[src/rtl/core/pesp_pkg.sv]
// pesp_pkg: shared types, widths and constants of the pose error p-controller
// used by every module in rtl/core; no dependencies
`timescale 1ns / 1ps

package pesp_pkg;

   // number of cordic micro-rotations, capped by the arctangent table
   localparam int CORDIC_STAGES = 16;
   localparam int ATAN_LEN      = 24;
   localparam int CORDIC_N      = (CORDIC_STAGES > ATAN_LEN) ? ATAN_LEN : CORDIC_STAGES;

   localparam int POS_W       = 24;
   localparam int DIFF_W      = POS_W + 1;
   localparam int ANG_W       = 16;
   localparam int EH_W        = 15;
   localparam int CW          = 33;
   localparam int ZW          = 32;
   localparam int PROD_W      = CW + DIFF_W;
   localparam int SUM_W       = PROD_W + 1;
   localparam int ERR_SHIFT   = 30;
   localparam int ERR_W       = SUM_W - ERR_SHIFT;
   localparam int GAIN_W      = 16;
   localparam int GAIN_FRAC   = 8;
   localparam int LIM_W       = 15;
   localparam int CMD_W       = 16;
   localparam int PI_W        = 18;
   localparam int TURN_SHIFT  = 27;
   localparam int TURN_PROD_W = EH_W + GAIN_W + PI_W;
   localparam int TURN_W      = TURN_PROD_W - TURN_SHIFT;
   localparam int SPEED_W     = ERR_W + GAIN_W - GAIN_FRAC;
   localparam int CSR_IDX_W   = 3;
   localparam int CSR_DATA_W  = 16;

   // front stage, cordic stages, four rotate stages, three command stages
   localparam int PIPE_LAT = CORDIC_N + 8;

   localparam logic signed [CW-1:0] CORDIC_K   = 33'sd652032874;
   localparam logic [EH_W-1:0]      HEAD_CLAMP = 15'd27296;
   localparam logic [PI_W-1:0]      PI_Q16     = 18'd205887;

   // arctangent of 2^-i in units of 2^-32 turn
   localparam logic [ZW-1:0] ATAN_TURN32 [ATAN_LEN] = '{
      32'd536870912, 32'd316933406, 32'd167458907, 32'd85004756,
      32'd42667331,  32'd21354465,  32'd10679838,  32'd5340245,
      32'd2670163,   32'd1335087,   32'd667544,    32'd333772,
      32'd166886,    32'd83443,     32'd41722,     32'd20861,
      32'd10430,     32'd5215,      32'd2608,      32'd1304,
      32'd652,       32'd326,       32'd163,       32'd81
   };

   localparam logic [GAIN_W-1:0] GAIN_RESET     = 16'd256;
   localparam logic [LIM_W-1:0]  LIM_MOVE_RESET = 15'd2048;
   localparam logic [LIM_W-1:0]  LIM_TURN_RESET = 15'd4096;
   localparam logic [LIM_W-1:0]  CRUISE_RESET   = 15'd1229;

   typedef enum logic [CSR_IDX_W-1:0] {
      CSR_GAIN_FORWARD  = 3'd0,
      CSR_GAIN_LATERAL  = 3'd1,
      CSR_GAIN_TURN     = 3'd2,
      CSR_LIMIT_FORWARD = 3'd3,
      CSR_LIMIT_LATERAL = 3'd4,
      CSR_LIMIT_TURN    = 3'd5,
      CSR_CRUISE_SPEED  = 3'd6
   } csr_index_type;

   typedef enum logic [1:0] {
      FWD_ZERO   = 2'd0,
      FWD_PROP   = 2'd1,
      FWD_CRUISE = 2'd2
   } fwd_mode_type;

   typedef struct packed {
      logic signed [POS_W-1:0] pose_x;
      logic signed [POS_W-1:0] pose_y;
      logic [ANG_W-1:0]        pose_heading;
      logic signed [POS_W-1:0] target_x;
      logic signed [POS_W-1:0] target_y;
      logic [ANG_W-1:0]        target_heading;
      logic [1:0]              forward_mode;
      logic                    lateral_enable;
      logic                    turn_enable;
   } req_type;

   typedef struct packed {
      logic signed [CMD_W-1:0] cmd_forward;
      logic signed [CMD_W-1:0] cmd_lateral;
      logic signed [CMD_W-1:0] cmd_turn;
   } rsp_type;

   typedef struct packed {
      logic [GAIN_W-1:0] gain_forward;
      logic [GAIN_W-1:0] gain_lateral;
      logic [GAIN_W-1:0] gain_turn;
      logic [LIM_W-1:0]  limit_forward;
      logic [LIM_W-1:0]  limit_lateral;
      logic [LIM_W-1:0]  limit_turn;
      logic [LIM_W-1:0]  cruise_speed;
   } cfg_type;

   // per-item data that rides alongside the cordic
   typedef struct packed {
      logic signed [DIFF_W-1:0] ex;
      logic signed [DIFF_W-1:0] ey;
      logic [1:0]               quad;
      logic [EH_W-1:0]          eh_mag;
      logic                     eh_neg;
      logic [1:0]               forward_mode;
      logic                     lateral_enable;
      logic                     turn_enable;
   } side_type;

   typedef struct packed {
      logic signed [CW-1:0] x;
      logic signed [CW-1:0] y;
      logic signed [ZW-1:0] z;
   } cordic_state_type;

   // robot-frame errors as magnitude and sign
   typedef struct packed {
      logic [ERR_W-1:0] fwd_mag;
      logic             fwd_neg;
      logic [ERR_W-1:0] lat_mag;
      logic             lat_neg;
      logic [EH_W-1:0]  eh_mag;
      logic             eh_neg;
      logic [1:0]       forward_mode;
      logic             lateral_enable;
      logic             turn_enable;
   } err_type;

endpackage

[src/rtl/core/pesp_front.sv]
// pesp_front: entry stage, forms position and heading errors and the cordic start angle
// depends on pesp_pkg
`timescale 1ns / 1ps

module pesp_front
   import pesp_pkg::*;
(
   input  logic                 clock,
   input  logic                 reset,
   input  logic                 in_valid,
   input  req_type              in_item,
   output logic                 out_valid,
   output side_type             out_side,
   output logic signed [ZW-1:0] out_z
);

   logic           valid_ff;
   side_type       side_ff, side_in;
   logic [ZW-1:0]  z_ff, z_in;
   logic [ANG_W-1:0] head_diff, head_abs, head_sum, resid;
   logic [1:0]     quad;

   always_comb begin
      side_in.ex = {in_item.target_x[POS_W-1], in_item.target_x}
                 - {in_item.pose_x[POS_W-1], in_item.pose_x};
      side_in.ey = {in_item.target_y[POS_W-1], in_item.target_y}
                 - {in_item.pose_y[POS_W-1], in_item.pose_y};

      // heading error wraps naturally in 16 bits, then clamp its magnitude
      head_diff = in_item.target_heading - in_item.pose_heading;
      head_abs  = head_diff[ANG_W-1] ? (~head_diff + 16'd1) : head_diff;
      side_in.eh_neg = head_diff[ANG_W-1];
      side_in.eh_mag = (head_abs > {1'b0, HEAD_CLAMP}) ? HEAD_CLAMP : head_abs[EH_W-1:0];

      // quadrant pre-rotation leaves a residual within an eighth turn
      head_sum = in_item.pose_heading + 16'd8192;
      quad     = head_sum[ANG_W-1:ANG_W-2];
      resid    = in_item.pose_heading - {quad, 14'd0};
      z_in     = {resid, 16'd0};

      side_in.quad           = quad;
      side_in.forward_mode   = in_item.forward_mode;
      side_in.lateral_enable = in_item.lateral_enable;
      side_in.turn_enable    = in_item.turn_enable;
   end

   always_ff @(posedge clock) begin
      if (reset) begin
         valid_ff <= 1'b0;
      end else begin
         valid_ff <= in_valid;
      end
      if (in_valid) begin
         side_ff <= side_in;
         z_ff    <= z_in;
      end
   end

   assign out_valid = valid_ff;
   assign out_side  = side_ff;
   assign out_z     = $signed(z_ff);

endmodule

[config.mk]
export PLATFORM = sky130hd
export DESIGN_NAME = pesp_front
export DESIGN_NICKNAME = d
export VERILOG_FILES = /design/src/rtl/core/pesp_pkg.sv /design/src/rtl/core/pesp_front.sv
export SDC_FILE = /design/constraint.sdc
export NUM_CORES = 1
export LEC_CHECK = 0
export BUFFER_PORTS_ARGS = -buffer_cell sky130_fd_sc_hd__buf_2
export CORE_ASPECT_RATIO = 0.6
export CORE_MARGIN = 2
export CORE_UTILIZATION = 56
export DETAILED_ROUTE_END_ITERATION = 8
export PLACE_DENSITY_LB_ADDON = 0.15
export SETUP_SLACK_MARGIN = 0.05
export SLEW_MARGIN = 40
export SYNTH_ARGS = -nofsm -noshare
export SYNTH_HDL_FRONTEND = slang
export SYNTH_SLANG_ARGS = --single-unit
[constraint.sdc]
create_clock -name clock -period 8.2 [get_ports clock]
set_clock_uncertainty 0.2 [all_clocks]
set_input_delay 0.41 -clock clock [delete_from_list [all_inputs] [get_ports clock]]
set_output_delay 0.41 -clock clock [all_outputs]
set_load 0.01 [all_outputs]
==> results.md <==
* Outcome: finished, final reports clean
* Largest family of logic cells by synthesized area: compound AO/OA/AOI/OAI gates
* Minimum clock period after layout at between 4 and 5 ns
* CTS sink count at slightly below 90
* Core Region at 12,100 µm²
* Number of failing hold endpoints at the final stage at 0
* Detail Route Antenna Nets at 0
* I/O pin count at 240
* Gr ovfl total at 0
* TNS Setup at 0 ns
* Row count at 31
* WP depth at 15
* Layout area overhead at 21.8%
* CP delay by family, top: simple AND/OR/NAND/NOR gates
* Synth area leaders: edfxtp_1 38%, ha_1 12%, xnor2_1 5.1%
* VDD IR-drop max at 0.0986 mV
* Postcts setup bufs at 0
* Top post-synthesis cells by count: 89 x inv_1, 88 x edfxtp_1, 66 x ha_1, 49 x nor2_1
* Worst-path clk slew at 0.06 ns
* Total CTS buffers at 9
* IO buf count at approximately 220
* Mapped cell area at 6930 µm²
* Seq cells post-synth at 89
* RSZ-0062 raised after global routing: false
* DR iter-0 viols at 414
* Max H-tree Level at 3
* Post-CTS sizing at 0
* Area leader, netlist: edfxtp_1
* Final critical-path share of the clock period at 0.523
* Share of cells above drive strength 1 at 0.286
* Largest net degree at the start of global routing at 90
* WL final at about 17 mm
* Most used DFF post-synth: edfxtp_1
* CTS tree: done
* Fillers at ~940
* Critical-path top delay cell: or4b_1
* Post-synthesis compound-gate area fraction at 0.170
* Total number of yosys warnings at 0
* Worst Path Buf+Inv at 3
* Cell with the most instances after synthesis: inv_1
* Worst Hold Class: in2reg
* Synth Area in XOR/XNOR at 0.0758
* Detailed-route via count at 6,081
* Crit path launch type: primary input
* CP Class: in2reg
* CP Max Fanout at 13
* Slew headroom at 0.517
* CP max stage delay at 0.57 ns
* Worst EP arrival at 4.16 ns
* Global Route Usage Sum at 0.252
* CP Capture Type: flip-flop
* Least-Margin Pin Slew at approximately 0.71 ns
* Remaining DRCs at 0
* Final max-slew violation count at 0
* Hold Buf Count CTS at 0
* Chip width at 148 µm
* Initial Util at 0.575
* Finished Core Util at 0.700
* CP Cell Sequence: buf_2 > inv_1 > ha_1 > inv_1 > fa_1 > a211oi_2 > o21bai_1 > xnor2_1 > nor3_2 > nand3_1 > or4b_1 > nand3_1 > and2_4 > a21oi_2 > or4b_1
* Pre-CTS setup slack at 3.61 ns
* Number of global-route vias before repair at 5,603
* Yosys top cell area share at 0.381
* Clk root buf: clkbuf_16
* F_max at roughly 0.23 GHz
* Critical Path RT at 8.07 ns
* Die Ht at 90.2 µm
* Diodes inserted at 0
* Post-Syn Instances at 718
* Static Leak at just under 0.004 µW
* Die area at 13,300 µm²
* Final GP Congestion at a little over 0.9
* Power density cells at 192 nW/µm²
* Final Setup Violations at 0
* Vias per inst at 5.49
* Yosys cell types at 77
* Hold Path Cell Cnt at 2
* First-pass GRT wire length at roughly 27 mm
* Async SR Flop Fraction at 0
* Dpl hpwl at 13.6 mm
* Post-synthesis mux area share at 0.00433
* Setup ws final at between 3 and 4 ns
* DRT Pass-1 Iters at 5
* Final #Nets at 1,142
* Mean area per synthesized cell at just under 10 µm²
* Simple-Gate Fraction of Synth Area at 0.159
* Wire per inst at 15.4 µm
* Max Root-Sink Buffers at 2
* Sequential share of the synthesized area at 0.384
* Initial antenna violation count at 1
* Post-synth EDFFs at 88
* MaxCap Viol Count at 0
* Synthesized-area fraction occupied by adder cells at 0.128
==> cells in the final DEF, fill, tap and decap left out, types with 4 or more instances in the layout <==
cell type	instances
and2_1	9
nand2b_1	5
inv_1	89
or2_2	7
edfxtp_1	88
xnor2_1	39
o211ai_1	6
a211oi_1	5
clkbuf_16	9
xor2_1	19
and3_1	7
o31ai_1	4
a21oi_1	40
or3_1	9
a21boi_0	9
a21o_1	14
a311oi_1	7
buf_2	222
nand2_1	34
nor4_1	7
nor2_1	49
nand3_1	24
o21a_1	7
conb_1	16
nor3_1	18
a31oi_1	5
nor2b_1	10
ha_1	66
o21ai_0	34
==> area by class of cell <==
| cell class | instances | area, µm² | share of cell area |
|---|---|---|---|
| inverter | 89 | 334 | 0.0396 |
| multi-input combinational | 525 | 3800 | 0.450 |
| sequential | 89 | 2660 | 0.316 |
| timing repair buffer | 224 | 1130 | 0.134 |
| tap | 165 | 206 | 0.0245 |
| clock inverter | 7 | 77.6 | 0.00919 |
| clock buffer | 9 | 225 | 0.0267 |
==> path summary, 6_finish.rpt <==
path,from,end
min,reset,out_valid
max,in_item[4],out_side[10]
==> cells by family after synthesis <==
logic type,count (synthesis)
flops,89
fa+ha+maj,69
simple gates,207
compound gates,170
xor+xnor,60
mux,3
other cells,1
buf+inv,119
==> routing by layer <==
layer | routed length (µm) | vias to the layer above | global-route usage
li1 | - | 3006 | -
met1 | 7600 | 2753 | 0.352
met2 | 7710 | 289 | 0.394
met3 | 1480 | 31 | 0.0701
met4 | 235 | 2 | 0.0513
met5 | 11 | - | 0
==> stage by stage <==
step | power [µW] | instances | instance area, µm² | hold WS, ns
final | 1620 | 1108 | 8440 | 0.0201
after global routing | 1710 | 1108 | 8440 | 0.00561
after CTS | 1620 | 1108 | 8440 | 0.0133
after detailed placement | 1200 | 1092 | 8130 | 0.371
after global placement | 1170 | 1092 | 8110 | 0.366
after floorplan | 1010 | 733 | 6990 | 0.282
==> registers in the layout, indices dropped and copies added, names as in the netlist <==
name       count
out_side      72
out_valid      1
out_z         16
==> report_power, final <==
group,internal [µW],leakage [µW],switching (µW)
clock network,239,0.000142,185
logic,239,0.00295,339
registers,600,0.000869,16.6
Power figures use the tool's default switching activity.
