<file path="config.mk">
export PLATFORM = sky130hd
export DESIGN_NAME = pesp_cmd
export DESIGN_NICKNAME = d
export VERILOG_FILES = /design/src/rtl/core/pesp_pkg.sv /design/src/rtl/core/pesp_cmd.sv
export SDC_FILE = /design/constraint.sdc
export NUM_CORES = 2
export LEC_CHECK = 0
export BUFFER_PORTS_ARGS = -buffer_cell sky130_fd_sc_hd__buf_4
export CAP_MARGIN = 0
export CORE_ASPECT_RATIO = 0.5
export CORE_UTILIZATION = 56
export DETAILED_ROUTE_END_ITERATION = 6
export PLACE_DENSITY = 0.71
export SLEW_MARGIN = 10
export SYNTH_ARGS = -nofsm -noshare
export SYNTH_HDL_FRONTEND = slang
export SYNTH_SLANG_ARGS = --single-unit
</file>
<file path="constraint.sdc">
create_clock -name clock -period 8.05 [get_ports clock]
set_input_delay 0.4025 -clock clock [delete_from_list [all_inputs] [get_ports clock]]
set_output_delay 0.4025 -clock clock [all_outputs]
set_load 0.01 [all_outputs]
</file>
<file path="src/rtl/core/pesp_pkg.sv">
// pesp_pkg: shared types, widths and constants of the pose error p-controller
// used by every module in rtl/core; no dependencies
`timescale 1ns / 1ps

package pesp_pkg;

   // number of cordic micro-rotations, capped by the arctangent table
   localparam int CORDIC_STAGES = 16;
   localparam int ATAN_LEN      = 24;
   localparam int CORDIC_N      = (CORDIC_STAGES > ATAN_LEN) ? ATAN_LEN : CORDIC_STAGES;

   localparam int POS_W       = 24;
   localparam int DIFF_W      = POS_W + 1;
   localparam int ANG_W       = 16;
   localparam int EH_W        = 15;
   localparam int CW          = 33;
   localparam int ZW          = 32;
   localparam int PROD_W      = CW + DIFF_W;
   localparam int SUM_W       = PROD_W + 1;
   localparam int ERR_SHIFT   = 30;
   localparam int ERR_W       = SUM_W - ERR_SHIFT;
   localparam int GAIN_W      = 16;
   localparam int GAIN_FRAC   = 8;
   localparam int LIM_W       = 15;
   localparam int CMD_W       = 16;
   localparam int PI_W        = 18;
   localparam int TURN_SHIFT  = 27;
   localparam int TURN_PROD_W = EH_W + GAIN_W + PI_W;
   localparam int TURN_W      = TURN_PROD_W - TURN_SHIFT;
   localparam int SPEED_W     = ERR_W + GAIN_W - GAIN_FRAC;
   localparam int CSR_IDX_W   = 3;
   localparam int CSR_DATA_W  = 16;

   // front stage, cordic stages, four rotate stages, three command stages
   localparam int PIPE_LAT = CORDIC_N + 8;

   localparam logic signed [CW-1:0] CORDIC_K   = 33'sd652032874;
   localparam logic [EH_W-1:0]      HEAD_CLAMP = 15'd27296;
   localparam logic [PI_W-1:0]      PI_Q16     = 18'd205887;

   // arctangent of 2^-i in units of 2^-32 turn
   localparam logic [ZW-1:0] ATAN_TURN32 [ATAN_LEN] = '{
      32'd536870912, 32'd316933406, 32'd167458907, 32'd85004756,
      32'd42667331,  32'd21354465,  32'd10679838,  32'd5340245,
      32'd2670163,   32'd1335087,   32'd667544,    32'd333772,
      32'd166886,    32'd83443,     32'd41722,     32'd20861,
      32'd10430,     32'd5215,      32'd2608,      32'd1304,
      32'd652,       32'd326,       32'd163,       32'd81
   };

   localparam logic [GAIN_W-1:0] GAIN_RESET     = 16'd256;
   localparam logic [LIM_W-1:0]  LIM_MOVE_RESET = 15'd2048;
   localparam logic [LIM_W-1:0]  LIM_TURN_RESET = 15'd4096;
   localparam logic [LIM_W-1:0]  CRUISE_RESET   = 15'd1229;

   typedef enum logic [CSR_IDX_W-1:0] {
      CSR_GAIN_FORWARD  = 3'd0,
      CSR_GAIN_LATERAL  = 3'd1,
      CSR_GAIN_TURN     = 3'd2,
      CSR_LIMIT_FORWARD = 3'd3,
      CSR_LIMIT_LATERAL = 3'd4,
      CSR_LIMIT_TURN    = 3'd5,
      CSR_CRUISE_SPEED  = 3'd6
   } csr_index_type;

   typedef enum logic [1:0] {
      FWD_ZERO   = 2'd0,
      FWD_PROP   = 2'd1,
      FWD_CRUISE = 2'd2
   } fwd_mode_type;

   typedef struct packed {
      logic signed [POS_W-1:0] pose_x;
      logic signed [POS_W-1:0] pose_y;
      logic [ANG_W-1:0]        pose_heading;
      logic signed [POS_W-1:0] target_x;
      logic signed [POS_W-1:0] target_y;
      logic [ANG_W-1:0]        target_heading;
      logic [1:0]              forward_mode;
      logic                    lateral_enable;
      logic                    turn_enable;
   } req_type;

   typedef struct packed {
      logic signed [CMD_W-1:0] cmd_forward;
      logic signed [CMD_W-1:0] cmd_lateral;
      logic signed [CMD_W-1:0] cmd_turn;
   } rsp_type;

   typedef struct packed {
      logic [GAIN_W-1:0] gain_forward;
      logic [GAIN_W-1:0] gain_lateral;
      logic [GAIN_W-1:0] gain_turn;
      logic [LIM_W-1:0]  limit_forward;
      logic [LIM_W-1:0]  limit_lateral;
      logic [LIM_W-1:0]  limit_turn;
      logic [LIM_W-1:0]  cruise_speed;
   } cfg_type;

   // per-item data that rides alongside the cordic
   typedef struct packed {
      logic signed [DIFF_W-1:0] ex;
      logic signed [DIFF_W-1:0] ey;
      logic [1:0]               quad;
      logic [EH_W-1:0]          eh_mag;
      logic                     eh_neg;
      logic [1:0]               forward_mode;
      logic                     lateral_enable;
      logic                     turn_enable;
   } side_type;

   typedef struct packed {
      logic signed [CW-1:0] x;
      logic signed [CW-1:0] y;
      logic signed [ZW-1:0] z;
   } cordic_state_type;

   // robot-frame errors as magnitude and sign
   typedef struct packed {
      logic [ERR_W-1:0] fwd_mag;
      logic             fwd_neg;
      logic [ERR_W-1:0] lat_mag;
      logic             lat_neg;
      logic [EH_W-1:0]  eh_mag;
      logic             eh_neg;
      logic [1:0]       forward_mode;
      logic             lateral_enable;
      logic             turn_enable;
   } err_type;

endpackage

</file>
<file path="src/rtl/core/pesp_cmd.sv">
// pesp_cmd: gain, rounding, saturation and mode selection of the three speed commands
// depends on pesp_pkg
`timescale 1ns / 1ps

module pesp_cmd
   import pesp_pkg::*;
(
   input  logic    clock,
   input  logic    reset,
   input  logic    in_valid,
   input  err_type in_err,
   input  cfg_type cfg,
   output logic    out_strobe,
   output rsp_type out_item
);

   localparam int PM_W = ERR_W + GAIN_W;
   localparam int T1_W = EH_W + GAIN_W;

   function automatic logic [CMD_W-1:0] sat_apply(input logic [SPEED_W-1:0] mag,
                                                  input logic [LIM_W-1:0]   limit,
                                                  input logic               neg);
      logic [LIM_W-1:0] m;
      logic [CMD_W-1:0] m16;
      m   = (mag > SPEED_W'(limit)) ? limit : mag[LIM_W-1:0];
      m16 = {1'b0, m};
      return neg ? (~m16 + 1'b1) : m16;
   endfunction

   // stage 1: gain products
   logic                v1_ff;
   err_type             e1_ff;
   logic [PM_W-1:0]     pf_ff, pl_ff;
   logic [T1_W-1:0]     pt1_ff;

   // stage 2: rounded speeds, turn scaled by pi
   logic                v2_ff;
   err_type             e2_ff;
   logic [SPEED_W-1:0]  fr_ff, lr_ff;
   logic [TURN_PROD_W-1:0] pt2_ff;
   logic [PM_W-1:0]     pf_rnd, pl_rnd;

   // stage 3: output register
   logic                strobe_ff;
   rsp_type             item_ff, item_in;
   logic [TURN_PROD_W-1:0] pt_rnd;
   logic [TURN_W-1:0]   tr;

   always_comb begin
      pf_rnd = pf_ff + (PM_W'(1) << (GAIN_FRAC - 1));
      pl_rnd = pl_ff + (PM_W'(1) << (GAIN_FRAC - 1));
   end

   always_comb begin
      pt_rnd = pt2_ff + (TURN_PROD_W'(1) << (TURN_SHIFT - 1));
      tr     = pt_rnd[TURN_PROD_W-1:TURN_SHIFT];

      case (e2_ff.forward_mode)
         FWD_PROP:   item_in.cmd_forward = sat_apply(fr_ff, cfg.limit_forward, e2_ff.fwd_neg);
         FWD_CRUISE: item_in.cmd_forward = {1'b0, cfg.cruise_speed};
         default:    item_in.cmd_forward = '0;
      endcase

      // lateral and turn leave negated, so the error sign is inverted here
      item_in.cmd_lateral = e2_ff.lateral_enable
                          ? sat_apply(lr_ff, cfg.limit_lateral, !e2_ff.lat_neg) : '0;
      item_in.cmd_turn    = e2_ff.turn_enable
                          ? sat_apply(SPEED_W'(tr), cfg.limit_turn, !e2_ff.eh_neg) : '0;
   end

   always_ff @(posedge clock) begin
      if (reset) begin
         v1_ff     <= 1'b0;
         v2_ff     <= 1'b0;
         strobe_ff <= 1'b0;
      end else begin
         v1_ff     <= in_valid;
         v2_ff     <= v1_ff;
         strobe_ff <= v2_ff;
      end
      if (in_valid) begin
         pf_ff  <= in_err.fwd_mag * cfg.gain_forward;
         pl_ff  <= in_err.lat_mag * cfg.gain_lateral;
         pt1_ff <= in_err.eh_mag * cfg.gain_turn;
         e1_ff  <= in_err;
      end
      if (v1_ff) begin
         fr_ff  <= pf_rnd[PM_W-1:GAIN_FRAC];
         lr_ff  <= pl_rnd[PM_W-1:GAIN_FRAC];
         pt2_ff <= pt1_ff * PI_Q16;
         e2_ff  <= e1_ff;
      end
      if (v2_ff) begin
         item_ff <= item_in;
      end
   end

   assign out_strobe = strobe_ff;
   assign out_item   = item_ff;

endmodule

</file>
==> run summary <==
Status = complete, no violations
Mapped Area = 56,690 um2
Vias = 40.21k
Yosys warns = 0
Fin crit period = 6.909 ns
Drt drc = 0
RSZ-0062 raised after global routing = false
Layout cells sized above 1 = 5.261%
Row count = 82
R2R Path Start = pt1_ff[7]
Nets = 7,874
Hold Path Origin = cfg[10]
Number of distinct library cells after synthesis = 70
First-pass GRT wire length = 221.3 mm
Hpwl dp = 105.5 mm
Worst-path clk slew = 0.08 ns
Largest net degree at the start of global routing = 71
Crit path launch = pt1_ff[7]
CTS tree = done
I/O Buffers = 239
Most frequent cells in the layout = inv_1, fa_1, nand2_1
Final core occ = 60.31%
Net Count, Synth = 7,794
Primary FF master, synth = edfxtp_1
Die height = 227.0 um
DRT iter0 DRCs = 2,185
Synth area leaders = fa_1, edfxtp_1, ha_1, inv_1, nand2_1
CTS max path bufs = 3
Placer Congestion = 0.8971
Register area share after synthesis = 14.20%
Initial core utilization = 56.55%
Die Footprint = 102,600 um2
Area of the core = 100,200 um2
Worst r2r dst = pt2_ff[48]
Top cell type's share of synthesized area = 39.34%
Worst slew margin = 35.80%
Hold Violations, Final = 0
Clock sink total = 269
FF-to-FF setup slack = 1.14 ns
Critical path data arrival time = 7.23 ns
Commonest non-fill, non-tap cell in the layout = inv_1
Tcrit/Tclk final = 85.83%
Cells after Synth = 5,943
Final WL = 132.2 mm
Max Cap Viol = 0
Worst setup SP type = flop
Slew Viols, Final = 0
DP Cell Count = 7,327
Seq cells post-synth = 269
Worst path required time = 8.37 ns
Latest clock arrival within the worst-skew pair = 0.59 ns
Worst-case hold path end point = out_item[42]
Setup Skew = 0.02456 ns
CTS Buf Count = 30
Reg2reg path depth = 19
Total I/O pin count = 240
Routed Antenna Nets = 0
Drt wl/cell = 17.89 um
F_max = 144.7 MHz
Post-synthesis area per instance = 9.539 um2
EDFF count, synth = 266
Total track usage = 26.86%
Tightest Hold Check Type = in -> reg
Total iterations of the first detailed-routing run = 5
Crit path kind = reg -> reg
CTS root buffer = clkbuf_16
Setup bufs post-CTS = 0
Vias per cell = 5.442
Grt total ovfl = 0
Post-synth ARST share = 0%
P&R area growth vs syn = 6.646%
Finished Layout Cells = 7,389
Setup TNS = 0 ns
Vias in the first global route = 44.09k
Yosys top cell by area = fa_1
H-Tree Depth = 1
Die X-Extent = 452.0 um
Worst hold path depth = 3
Crit path max fanout = 7
Initial antenna violation count = 2
Worst setup EP type = flop
Worst Tran Pin Value = 0.9630 ns
Setup violators final = 0
[synth_stat cells (all sizes together), types with 33 or more instances]
| cell | instances |
|---|---|
| clkbuf | 194 |
| nand2 | 828 |
| ha | 546 |
| a21o | 39 |
| xor2 | 85 |
| nand3 | 51 |
| nor3 | 51 |
| o21ai | 63 |
| mux2i | 40 |
| edfxtp | 266 |
| and3 | 33 |
| nand4 | 37 |
| xnor2 | 171 |
| and2 | 471 |
| a21oi | 123 |
| nor2 | 182 |
| fa | 1114 |
| inv | 1379 |
[how the worst max path moves through the flow]
stage,to,slack [ns],cells after the start
after floorplan,pl_ff[44],1.43,23
after global placement,pl_ff[44],0.91,24
after detailed placement,pl_ff[44],0.88,22
after CTS,pt2_ff[48],1.14,19
after global routing,pt2_ff[48],0.86,19
final,pt2_ff[48],1.14,19
[per-layer routing]
layer | vias to the layer above | share of wire [%] | GRT usage (%)
met5 | - | 0 | 0
met4 | 0 | 2.6 | 7.020
met3 | 265 | 6.2 | 3.250
met2 | 1317 | 49 | 47.43
met1 | 20445 | 42 | 35.30
li1 | 18185 | - | -
[stage by stage]
stage                     cell area [um2]  worst slack [ns]  hold WS (ns)
final                               60460             1.141        0.1025
after global routing                60460            0.8567       0.08778
after floorplan                     56690             1.433        0.4003
after detailed placement            59430            0.8780        0.4059
after global placement              59430            0.9065        0.4036
after CTS                           60450             1.136       0.07272
[sequential cells by signal, indices dropped and copies added (netlist names)]
name        cells
v1_ff           1
out_item       48
lr_ff          37
v2_ff           1
pl_ff          38
fr_ff          37
e2_ff           7
out_strobe      1
e1_ff           7
pt1_ff         31
pt2_ff         23
pf_ff          38
[worst max-delay path, cell delays in order (launching register included)]
cell      delay [ns]
edfxtp_1        0.60
ha_1            0.40
fa_1            0.40
fa_1            0.52
inv_1           0.05
fa_1            0.45
fa_1            0.49
inv_1           0.05
fa_1            0.44
ha_1            0.35
o21ai_0         0.10
a22oi_1         0.43
and2_1          0.22
and3_1          0.15
a21oi_1         0.11
o31ai_1         0.62
a311oi_1        0.25
o41ai_1         0.66
a21oi_1         0.18
xor2_1          0.16
[kinds of logic (layout without fill, tap and decap cells)]
family | Yosys count | after routing | share of synthesized area, %
AO/OA/AOI/OAI | 377 | 377 | 4.246
XOR/XNOR | 256 | 256 | 3.955
adder cells (fa/ha/maj) | 1660 | 1660 | 51.39
buffers and inverters | 1585 | 1686 | 10.56
flip-flops | 269 | 269 | 14.20
multiplexers | 50 | 50 | 0.9181
other | 0 | 1 | 0
AND/OR/NAND/NOR | 1746 | 1746 | 14.73
[what timing repair did]
| action | in CTS | in global routing |
|---|---|---|
| hold buffers | 8 | 0 |
| resized for setup | 0 | 0 |
| endpoints found under the setup margin | 0 | 0 |
| hold endpoints to repair | 10 | 0 |
[final cells by class]
| type | count | area (um2) |
|---|---|---|
| multi-input combinational | 4089 | 42670 |
| fill | 8453 | 39780 |
| sequential | 269 | 8053 |
| inverter | 1379 | 5176 |
| timing repair buffer | 254 | 1927 |
| tap | 1344 | 1682 |
| clock buffer | 33 | 783.3 |
| clock inverter | 20 | 165.2 |
| antenna | 1 | 2.502 |
Power is not shown: default switching activity piles up to over one toggle a cycle in this logic, so the estimate is an artifact.
